===== config.mk =====
export PLATFORM = sky130hd
export DESIGN_NAME = signed_int_to_decimal_ascii_unit
export DESIGN_NICKNAME = d
export VERILOG_FILES = /design/src/sitda_pkg.sv /design/src/signed_int_to_decimal_ascii_unit.sv /design/src/sitda_bcd_step.sv
export SDC_FILE = /design/constraint.sdc
export NUM_CORES = 1
export LEC_CHECK = 0
export BUFFER_PORTS_ARGS = -buffer_cell sky130_fd_sc_hd__buf_4
export CORE_ASPECT_RATIO = 1.1
export CORE_MARGIN = 4
export CORE_UTILIZATION = 55
export DETAILED_ROUTE_END_ITERATION = 8
export PLACE_DENSITY = 0.71
export SLEW_MARGIN = 0
export SYNTH_ARGS = -nofsm -noshare
export SYNTH_HDL_FRONTEND = slang
export SYNTH_SLANG_ARGS = --single-unit

===== constraint.sdc =====
create_clock -name clk -period 10.45 [get_ports clk]
set_input_delay 0.5225 -clock clk [delete_from_list [all_inputs] [get_ports clk]]
set_output_delay 0.5225 -clock clk [all_outputs]
set_load 0.02 [all_outputs]

===== src/sitda_pkg.sv =====
// Shared constants and types for the signed integer to decimal text unit.
package sitda_pkg;

    // Width of the integer that is converted, and number of decimal digit slots
    localparam int VALUE_WIDTH = 64;
    localparam int MAX_DIGITS  = 19;

    // Magnitude bits shifted into the digit register per sequencer cycle
    localparam int STEP_BITS = 4;
    localparam int ITERS     = (VALUE_WIDTH + STEP_BITS - 1) / STEP_BITS;
    localparam int ITER_W    = (ITERS > 1) ? $clog2(ITERS) : 1;
    localparam int MAG_W     = ITERS * STEP_BITS;

    // Digit slot index and digit count widths
    localparam int DIG_W = $clog2(MAX_DIGITS);
    localparam int CNT_W = $clog2(MAX_DIGITS + 1);

    // Result field widths
    localparam int CHAR_W  = 8;
    localparam int INDEX_W = 5;

    // Characters
    localparam logic [CHAR_W-1:0] ZERO_CHAR  = 8'h30;
    localparam logic [CHAR_W-1:0] MINUS_CHAR = 8'h2D;

    // Shift-and-add-three correction: a digit of five or more gets three added
    localparam logic [3:0] ADJ_LIMIT = 4'd5;
    localparam logic [3:0] ADJ_ADD   = 4'd3;

    // Decimal digits, least significant in slot 0
    typedef logic [MAX_DIGITS-1:0][3:0] bcd_t;

endpackage


===== src/signed_int_to_decimal_ascii_unit.sv =====
// A request is converted STEP_BITS magnitude bits per cycle in the convert state, then a
// locate state finds the leading digit, then one character is emitted per cycle.
// The sequencer stays busy until the last character is emitted, so a new request is taken
// only after the previous string is complete.
// Results cannot be stalled. Asynchronous active-low reset returns the sequencer to idle.
module signed_int_to_decimal_ascii_unit (
    input  logic                                  clk,
    input  logic                                  rst_n,
    input  logic                                  start,
    output logic                                  busy,
    input  logic signed [63:0]                    value,
    output logic                                  strobe,
    output logic [sitda_pkg::CHAR_W-1:0]          text_char,
    output logic [sitda_pkg::INDEX_W-1:0]         char_index,
    output logic                                  last_char
);
    import sitda_pkg::*;

    typedef enum logic [1:0] {
        ST_IDLE,
        ST_CONVERT,
        ST_LOCATE,
        ST_EMIT
    } state_t;

    state_t                 state_reg;
    logic [ITER_W-1:0]      iter_reg;
    logic [MAG_W-1:0]       mag_reg;
    bcd_t                   bcd_reg;
    logic                   overflow_reg;
    logic                   neg_reg;
    logic [DIG_W-1:0]       digit_idx_reg;
    logic [INDEX_W-1:0]     pos_reg;
    logic                   strobe_reg;
    logic [CHAR_W-1:0]      char_reg;
    logic [INDEX_W-1:0]     index_reg;
    logic                   last_reg;

    logic [VALUE_WIDTH-1:0] raw;
    logic                   raw_neg;
    logic [VALUE_WIDTH-1:0] raw_mag;
    bcd_t                   bcd_next;
    logic                   step_carry;
    logic [CNT_W-1:0]       lead_count;
    logic [CNT_W-1:0]       digit_count;
    logic [CNT_W-1:0]       top_slot;
    logic [3:0]             cur_digit;

    // Form the magnitude of the request as an unsigned quantity
    assign raw     = value[VALUE_WIDTH-1:0];
    assign raw_neg = raw[VALUE_WIDTH-1];
    assign raw_mag = raw_neg ? (~raw + VALUE_WIDTH'(1)) : raw;

    // Shared conversion unit, fed from the top of the magnitude register
    sitda_bcd_step u_step (
        .bcd      (bcd_reg),
        .bits     (mag_reg[MAG_W-1 -: STEP_BITS]),
        .bcd_next (bcd_next),
        .carry    (step_carry)
    );

    // Find the most significant non-zero digit; keep at least one digit
    always_comb
    begin
        lead_count = '0;
        for (int i = 0; i < MAX_DIGITS; i++)
        begin
            if (bcd_reg[i] != 4'd0)
            begin
                lead_count = CNT_W'(i + 1);
            end
        end
        priority if (overflow_reg)
        begin
            digit_count = CNT_W'(MAX_DIGITS);
        end
        else if (lead_count == '0)
        begin
            digit_count = CNT_W'(1);
        end
        else
        begin
            digit_count = lead_count;
        end
        top_slot = digit_count - CNT_W'(1);
    end

    assign cur_digit = bcd_reg[digit_idx_reg];

    // Sequencer with registered results
    always_ff @(posedge clk or negedge rst_n)
    begin
        if (!rst_n)
        begin
            state_reg     <= ST_IDLE;
            iter_reg      <= '0;
            mag_reg       <= '0;
            bcd_reg       <= '0;
            overflow_reg  <= 1'b0;
            neg_reg       <= 1'b0;
            digit_idx_reg <= '0;
            pos_reg       <= '0;
            strobe_reg    <= 1'b0;
            char_reg      <= '0;
            index_reg     <= '0;
            last_reg      <= 1'b0;
        end
        else
        begin
            strobe_reg <= 1'b0;
            unique case (state_reg)
                ST_IDLE:
                begin
                    if (start)
                    begin
                        mag_reg      <= MAG_W'(raw_mag);
                        neg_reg      <= raw_neg;
                        bcd_reg      <= '0;
                        overflow_reg <= 1'b0;
                        iter_reg     <= '0;
                        state_reg    <= ST_CONVERT;
                    end
                end
                ST_CONVERT:
                begin
                    bcd_reg      <= bcd_next;
                    overflow_reg <= overflow_reg | step_carry;
                    mag_reg      <= mag_reg << STEP_BITS;
                    iter_reg     <= iter_reg + ITER_W'(1);
                    if (iter_reg == ITER_W'(ITERS - 1))
                    begin
                        state_reg <= ST_LOCATE;
                    end
                end
                ST_LOCATE:
                begin
                    digit_idx_reg <= top_slot[DIG_W-1:0];
                    pos_reg       <= '0;
                    state_reg     <= ST_EMIT;
                end
                ST_EMIT:
                begin
                    strobe_reg <= 1'b1;
                    index_reg  <= pos_reg;
                    pos_reg    <= pos_reg + INDEX_W'(1);
                    if (neg_reg)
                    begin
                        // Emit the sign first, then drop it
                        char_reg <= MINUS_CHAR;
                        last_reg <= 1'b0;
                        neg_reg  <= 1'b0;
                    end
                    else
                    begin
                        char_reg <= ZERO_CHAR + CHAR_W'(cur_digit);
                        last_reg <= (digit_idx_reg == '0);
                        if (digit_idx_reg == '0)
                        begin
                            state_reg <= ST_IDLE;
                        end
                        else
                        begin
                            digit_idx_reg <= digit_idx_reg - DIG_W'(1);
                        end
                    end
                end
                default:
                begin
                    state_reg <= ST_IDLE;
                end
            endcase
        end
    end

    assign busy       = (state_reg != ST_IDLE);
    assign strobe     = strobe_reg;
    assign text_char  = char_reg;
    assign char_index = index_reg;
    assign last_char  = last_reg;

    // A taken request always starts a conversion
    a_start_busy: assert property (@(posedge clk) disable iff (!rst_n)
        start && !busy |=> busy)
        else $error("request taken without starting a conversion");

    // Characters of one string come on consecutive cycles with rising positions
    a_contiguous: assert property (@(posedge clk) disable iff (!rst_n)
        strobe && !last_char |=> strobe && (char_index == $past(char_index) + 5'd1))
        else $error("character run broken or position skipped");

    // Nothing follows the final character straight away
    a_last_ends: assert property (@(posedge clk) disable iff (!rst_n)
        strobe && last_char |=> !strobe)
        else $error("character emitted after the final character");

    // No characters while the digits are being formed
    a_quiet_convert: assert property (@(posedge clk) disable iff (!rst_n)
        (state_reg == ST_CONVERT) |-> !strobe)
        else $error("character emitted during conversion");

endmodule


===== src/sitda_bcd_step.sv =====
// Shared shift-and-add-three unit: moves STEP_BITS binary bits into the decimal digits.
module sitda_bcd_step (
    input  sitda_pkg::bcd_t                   bcd,
    input  logic [sitda_pkg::STEP_BITS-1:0]   bits,
    output sitda_pkg::bcd_t                   bcd_next,
    output logic                              carry
);
    import sitda_pkg::*;

    bcd_t work;
    logic out_bit;

    // Apply one correction and one left shift per incoming bit, msb first
    always_comb
    begin
        work    = bcd;
        carry   = 1'b0;
        out_bit = 1'b0;
        for (int s = 0; s < STEP_BITS; s++)
        begin
            for (int d = 0; d < MAX_DIGITS; d++)
            begin
                if (work[d] >= ADJ_LIMIT)
                begin
                    work[d] = work[d] + ADJ_ADD;
                end
            end
            out_bit = work[MAX_DIGITS-1][3];
            work    = {work[MAX_DIGITS-1][2:0], work[MAX_DIGITS-2:0], bits[STEP_BITS-1-s]};
            carry   = carry | out_bit;
        end
        bcd_next = work;
    end

endmodule


==> metrics.json, run 1 <==
{
  "outcome": {"value": "finished, final reports clean"},
  "postCtsHoldBufs": {"value": 1},
  "fmax": {"value": 195, "unit": "MHz"},
  "slew_headroom": {"value": 18.9, "unit": "%"},
  "die-width": {"value": 185, "unit": "um"},
  "grt_setup_unrepaired": {"value": "no"},
  "setup_total_negative_slack": {"value": 0, "unit": "ns"},
  "cp_data_arrival_time": {"value": 5.46, "unit": "ns"},
  "unique_cell_type_count_in_the_yosys_netlist": {"value": 73},
  "postCtsSetupRepairBufs": {"value": 0},
  "synth-edff-count": {"value": 0},
  "clk_root_buffer_cell": {"value": "clkbuf_16"},
  "synth-seq-cells": {"value": 171},
  "detailroute.via_count": {"value": 17400},
  "maximum_level_of_the_cts_h_tree": {"value": 4},
  "dieHeight": {"value": 203, "unit": "um"},
  "post-route-period-util": {"value": 49.0, "unit": "%"},
  "post_synth_instance_area": {"value": 18900, "unit": "um2"},
  "largest_register_ff_count": {"value": 76},
  "io_buffers": {"value": 80},
  "cts_buffer_depth": {"value": 2},
  "criticalPathCategory": {"value": "reg -> reg"},
  "fin_nets": {"value": 2599},
  "clock_insertion_delay_worst_skew": {"value": 0.46, "unit": "ns"},
  "cts.sinks": {"value": 171},
  "cp.required": {"value": 10.79, "unit": "ns"},
  "route.detailed.drc": {"value": 0},
  "cts.clk_slew.worst_paths": {"value": 0.07, "unit": "ns"},
  "resized_cells_post_cts": {"value": 0},
  "layout-area-overhead-vs-synth": {"value": 8.00, "unit": "%"},
  "insertedDiodeCount": {"value": 0},
  "ys_async_sr_fraction": {"value": 100, "unit": "%"},
  "start_util": {"value": 55.5, "unit": "%"},
  "synth_cells": {"value": 2353},
  "yosys_most_used_dff": {"value": "dfrtp_1"},
  "cp-start-kind": {"value": "flip-flop"},
  "synth_area_per_cell": {"value": 8.04, "unit": "um2"},
  "design.core.area": {"value": 34100, "unit": "um2"},
  "timing.hold.worst.class": {"value": "in -> reg"},
  "final.setup_skew": {"value": 0.0149, "unit": "ns"},
  "drt_iter0_markers": {"value": 989},
  "full_die_area": {"value": 37400, "unit": "um2"},
  "place.gp.congestion": {"value": 0.886},
  "tightest_slew": {"value": 1.21, "unit": "ns"},
  "detailedRoute.firstPassIterationCount": {"value": 7},
  "globalRouteTotalUtil": {"value": 25.7, "unit": "%"},
  "antenna_found_initial": {"value": 2},
  "finalWorstPathRequiredPeriod": {"value": 5.12, "unit": "ns"},
  "pin_count_of_the_biggest_net_entering_global_routing": {"value": 109},
  "synth_seq_area_share": {"value": 22.6, "unit": "%"},
  "grt_remaining_overflow": {"value": 0},
  "wl": {"value": 48200, "unit": "um"},
  "setup_violations": {"value": 0},
  "final_common_cell": {"value": "nand2_1"},
  "slew_viol_final": {"value": 0},
  "first_global_vias": {"value": 16900},
  "drv_cap": {"value": 0},
  "rows": {"value": 71},
  "wl_per_cell": {"value": 17.1, "unit": "um"},
  "critical_path_peak_fanout": {"value": 7},
  "antenna_left": {"value": 0},
  "final_layout_size_suffix_gt1_share": {"value": 9.09, "unit": "%"},
  "yosysWarnings": {"value": 0},
  "mostFrequentLayoutCells": {"value": "nand2_1 (237), o21ai_0 (177), dfrtp_1 (171)"},
  "io_pins": {"value": 83},
  "first_pass_grt_wire_length": {"value": 81400, "unit": "um"},
  "number_of_buffers_added_by_the_clock_tree_synthesis_step": {"value": 17},
  "tritoncts": {"value": "built"},
  "crit_path_end_kind": {"value": "flip-flop"},
  "hold_violations": {"value": 0},
  "avgViaCountPerCell": {"value": 6.18},
  "post-dp-hpwl": {"value": 36200, "unit": "um"}
}
-- path summary, 6_finish.rpt --
kind                             start           to  slack, ns  cells after the start
max                         bcd_reg[0]   bcd_reg[2]       5.33                     21
min                          value[61]  mag_reg[63]       0.28                      2
max reg2reg                 bcd_reg[0]   bcd_reg[2]       5.33                     21
min reg2reg                mag_reg[36]  mag_reg[36]       0.48                      2
max in group asynchronous        rst_n  bcd_reg[58]       8.49                      3
min in group asynchronous        rst_n  mag_reg[25]       0.54                      2
-- layout make-up --
type	instances	area, um2
Timing Repair Buffer	92	697
Tap cell	438	548
Inverter	162	608
Clock buffer	19	443
Clock inverter	13	175
Fill cell	3123	13700
Sequential cell	171	4280
Multi-Input combinational cell	1919	13700
-- stage by stage --
stage               util (%)  setup slack [ns]  instance area (um2)  hold WS (ns)  cells
global route            59.9              4.83                20400         0.280   2814
global placement        58.1              5.57                19800         0.455   2781
floorplan                  -              6.00                18900         0.227   2354
finish                  59.9              5.33                20400         0.277   2814
CTS                     59.9              5.42                20400         0.260   2814
detailed placement      58.1              5.46                19800         0.459   2781
-- Yosys cell counts (all sizes together) (7+ instances only) --
cell     instances  area (um2)
a211oi          37         278
nand2          237         890
nand4           52         332
a31oi           39         244
nor2b           46         288
dfrtp          171        4280
or3b            11        96.3
or3             12        80.1
nand2b          74         463
a21oi          106         531
o211ai          21         158
inv            162         608
mux4            12         270
and2            53         332
a211o           47         412
o311ai          18         158
nor2            85         319
xor2            60         526
ha             169        2110
buf             11        50.0
xnor2           66         578
nor3            32         160
nand3b          18         135
or4              8        63.8
nand3           76         380
o22ai           21         131
a221o           18         180
mux2            33         372
clkbuf          91         342
o41ai            9        78.8
o21ai          181         906
nor4             7        65.1
a21o            51         383
mux2i          101        1010
and3            22         138
nor3b           27         203
a31o            19         166
a2bb2oi         16         140
o21a            18         135
a22oi            7        52.6
a21boi          20         150
o31ai           41         322
-- worst max-delay path: stages, from the launching register on --
cell,delay (ns)
dfrtp_1,0.45
inv_1,0.12
ha_1,0.21
nor2b_1,0.21
o21ai_0,0.19
or2_2,0.37
ha_1,0.24
nor2b_1,0.16
o31ai_1,0.45
xnor2_1,0.26
ha_1,0.27
nor2b_1,0.18
nor2_1,0.05
o32ai_1,0.23
nor2b_1,0.26
nor2_1,0.09
xnor2_1,0.34
ha_1,0.26
nor2b_1,0.19
o31a_1,0.20
mux2i_1,0.09
a22o_1,0.21
-- cell families after synthesis --
kind of cell / share of synthesized area [%]
AOI/OAI and AO/OA: 25.0
buffers and inverters: 5.28
DFF: 22.6
muxes: 8.73
adders and majority gates: 11.2
and+or+nand+nor: 21.3
other: 0.0198
xor gates and xnor gates: 5.83
-- layer usage --
layer  routed length (um)  vias up  part of all wire [%]  global-route usage, %
li1                     -     8623                     -                      -
met1                21600     8363                    45                   33.5
met2                24000      342                    50                   45.4
met3                 1810       63                   3.7                   2.85
met4                  833        2                   1.7                   6.40
met5                   13        -                 0.027                      0
Power of run 1 is left out: the tool's default activity adds up to more than one toggle a clock period on the data nets, which glitch-free logic cannot reach.
==> run 2, diff against run 1 <==
==> constraint.sdc (replaced) <==
create_clock -name clk -period 4.8 [get_ports clk]
set_input_delay 0.24 -clock clk [delete_from_list [all_inputs] [get_ports clk]]
set_output_delay 0.24 -clock clk [all_outputs]
set_load 0.02 [all_outputs]
==> metrics.json, run 2 (same netlist as run 1, synthesis figures left out) <==
{
  "outcome": {"value": "finished, final reports clean", "change": "unchanged"},
  "timing.hold.worst.class": {"value": "in -> reg", "change": "unchanged"},
  "first_global_vias": {"value": 16900, "change": "about the same"},
  "crit_start": {"value": "bcd_reg[69]", "change": "was bcd_reg[0]"},
  "pin_count_of_the_biggest_net_entering_global_routing": {"value": 89, "change": "was 109"},
  "crit_family": {"value": "compound AO/OA/AOI/OAI gates", "change": "was simple AND/OR/NAND/NOR gates"},
  "full_die_area": {"value": 37400, "unit": "um2", "change": "unchanged"},
  "number_of_buffers_added_by_the_clock_tree_synthesis_step": {"value": 17, "change": "unchanged"},
  "cp.required": {"value": 5.09, "unit": "ns", "change": "was 10.79 ns"},
  "avgViaCountPerCell": {"value": 6.20, "change": "was 6.18"},
  "drt_iter0_markers": {"value": 1129, "change": "was 989"},
  "detailroute.via_count": {"value": 17800, "change": "was 17,400"},
  "final_common_cell": {"value": "nand2_1", "change": "unchanged"},
  "hold_violations": {"value": 0, "change": "unchanged"},
  "cp-start-kind": {"value": "flip-flop", "change": "unchanged"},
  "finalWorstSetupSlack": {"value": 0.283, "unit": "ns", "change": "was 5.33 ns"},
  "slew_headroom": {"value": 35.2, "unit": "%", "change": "was 18.9%"},
  "timing.critical_path.cells": {"value": "inv_1 > ha_1 > nand2b_1 > a21oi_2 > xnor2_1 > inv_1 > ha_1 > inv_1 > nor2_1 > o31ai_4 > xnor2_2 > inv_1 > ha_1 > nor2b_1 > o21ai_2 > xor2_1 > inv_1 > ha_1 > nand2b_1 > o2111a_1 > a311oi_1 > buf_4 > xnor2_1 > o22ai_1", "change": "was inv_1 > ha_1 > nor2b_1 > o21ai_0 > or2_2 > ha_1 > nor2b_1 > o31ai_1 > xnor2_1 > ha_1 > nor2b_1 > nor2_1 > o32ai_1 > nor2b_1 > nor2_1 > xnor2_1 > ha_1 > nor2b_1 > o31a_1 > mux2i_1 > a22o_1"},
  "final_layout_size_suffix_gt1_share": {"value": 16.6, "unit": "%", "change": "was 9.09%"},
  "crit_path_end_kind": {"value": "flip-flop", "change": "unchanged"},
  "mostFrequentLayoutCells": {"value": "nand2_1 (234), o21ai_0 (175), dfrtp_1 (163)", "change": "was nand2_1 (237), o21ai_0 (177), dfrtp_1 (171)"},
  "slew_viol_final": {"value": 0, "change": "unchanged"},
  "critical-path-slowest-cell": {"value": "dfrtp_1", "change": "unchanged"},
  "rr_startpoint": {"value": "bcd_reg[69]", "change": "was bcd_reg[0]"},
  "critical_path.most_common_cell": {"value": "inv_1", "change": "was nor2b_1"},
  "fill_cells": {"value": 3045, "change": "was 3,123"},
  "placedInstanceArea": {"value": 20200, "unit": "um2", "change": "was 19,800 um2"},
  "drv_cap": {"value": 0, "change": "unchanged"},
  "tightest_slew": {"value": 0.951, "unit": "ns", "change": "was 1.21 ns"},
  "design.core.area": {"value": 34100, "unit": "um2", "change": "unchanged"},
  "antenna_left": {"value": 0, "change": "unchanged"},
  "critical_path.max_stage_delay": {"value": 0.40, "unit": "ns", "change": "was 0.45 ns"},
  "wl": {"value": 50000, "unit": "um", "change": "was 48,200 um"},
  "fin_nets": {"value": 2662, "change": "was 2,599"},
  "final_design_area_no_fill": {"value": 21600, "unit": "um2", "change": "was 20,400 um2"},
  "dieHeight": {"value": 203, "unit": "um", "change": "unchanged"},
  "cts_buffer_depth": {"value": 2, "change": "unchanged"},
  "insertedDiodeCount": {"value": 0, "change": "unchanged"},
  "tritoncts": {"value": "built", "change": "unchanged"},
  "setup_violations": {"value": 0, "change": "unchanged"},
  "die-width": {"value": 185, "unit": "um", "change": "unchanged"},
  "critical_path_peak_fanout": {"value": 4, "change": "was 7"},
  "cts.clk_slew.worst_paths": {"value": 0.07, "unit": "ns", "change": "about the same"},
  "start_util": {"value": 55.5, "unit": "%", "change": "unchanged"},
  "detailedRoute.firstPassIterationCount": {"value": 6, "change": "was 7"},
  "fmax": {"value": 221, "unit": "MHz", "change": "was 195 MHz"},
  "rows": {"value": 71, "change": "unchanged"},
  "globalRouteTotalUtil": {"value": 25.8, "unit": "%", "change": "was 25.7%"},
  "antenna_found_initial": {"value": 0, "change": "was 2"},
  "clk_root_buffer_cell": {"value": "clkbuf_16", "change": "unchanged"},
  "clock_insertion_delay_worst_skew": {"value": 0.46, "unit": "ns", "change": "about the same"},
  "cp_num_buf_inv": {"value": 6, "change": "was 1"},
  "criticalPathCategory": {"value": "reg -> reg", "change": "unchanged"},
  "final.setup_skew": {"value": 0.0137, "unit": "ns", "change": "was 0.0149 ns"},
  "io_pins": {"value": 83, "change": "unchanged"},
  "hold_path.startpoint": {"value": "value[62]", "change": "was value[61]"},
  "place.gp.congestion": {"value": 0.899, "change": "was 0.886"},
  "post-dp-hpwl": {"value": 37000, "unit": "um", "change": "was 36,200 um"},
  "grt_remaining_overflow": {"value": 0, "change": "unchanged"},
  "io_buffers": {"value": 80, "change": "unchanged"},
  "cts.sinks": {"value": 171, "change": "unchanged"},
  "post-route-period-util": {"value": 94.1, "unit": "%", "change": "was 49.0%"},
  "finalWorstPathRequiredPeriod": {"value": 4.52, "unit": "ns", "change": "was 5.12 ns"},
  "largest_register_ff_count": {"value": 76, "change": "unchanged"},
  "detailedPlace.worstSlack": {"value": -0.132, "unit": "ns", "change": "was 5.46 ns"},
  "route.detailed.drc": {"value": 0, "change": "unchanged"},
  "cp_data_arrival_time": {"value": 4.80, "unit": "ns", "change": "was 5.46 ns"},
  "wl_per_cell": {"value": 17.4, "unit": "um", "change": "was 17.1 um"},
  "first_pass_grt_wire_length": {"value": 81500, "unit": "um", "change": "was 81,400 um"},
  "maximum_level_of_the_cts_h_tree": {"value": 4, "change": "unchanged"},
  "layout-area-overhead-vs-synth": {"value": 14.2, "unit": "%", "change": "was 8.00%"}
}
[run 2: timing repair]
action                                  in CTS  in global routing
resized for setup                            7                145
pin swaps                                    1                 20
hold endpoints to repair                    88                  0
hold buffers                                 2                  0
buffers inserted                             1                 10
endpoints found under the setup margin       8                 62
[run 2: tightest hold or removal path, delay by kind of cell]
kind | cells | cell delay (ns)
AND/OR/NAND/NOR | 1 | 0.10
buffers and inverters | 1 | 0.09
AO/OA/AOI/OAI | 1 | 0.07
[run 2: stage by stage]
stage	hold WS [ns]	utilization (%)	std cells	TNS [ns]
floorplan	-0.0556	-	2354	0
global placement	0.368	59.3	2832	0
detailed placement	0.374	59.3	2832	-0.258
CTS	0.0780	61.1	2866	-0.0190
global route	0.112	63.4	2876	-0.149
finish	0.0845	63.4	2876	0
[run 2: cell type report]
type                       count  area, um2  area share (%)
inverter                     162        608            2.81
timing repair buffer         155       1200            5.54
clock buffer                  17        425            1.97
clock inverter                14        149           0.689
sequential                   171       4290            19.8
multi-input combinational   1919      14400            66.6
tap                          438        548            2.53
[run 2: final timing paths]
| kind | endpoint | slack, ns | cells past startpoint |
|---|---|---|---|
| max in group asynchronous | bcd_reg[72] | 3.37 | 3 |
| worst max register to register | bcd_reg[69] | 0.28 | 24 |
| min in group asynchronous | mag_reg[18] | 0.41 | 2 |
| worst min-delay path | mag_reg[63] | 0.08 | 3 |
| worst max-delay path | bcd_reg[69] | 0.28 | 24 |
| worst min register to register | mag_reg[24] | 0.48 | 2 |
[run 2: routing by layer]
metal	track usage, %	share of wire [%]
met1	33.7	44
met2	45.0	50
met3	3.39	4.1
met4	6.74	2.2
met5	0	0
Power of run 2 is left out for the same reason.
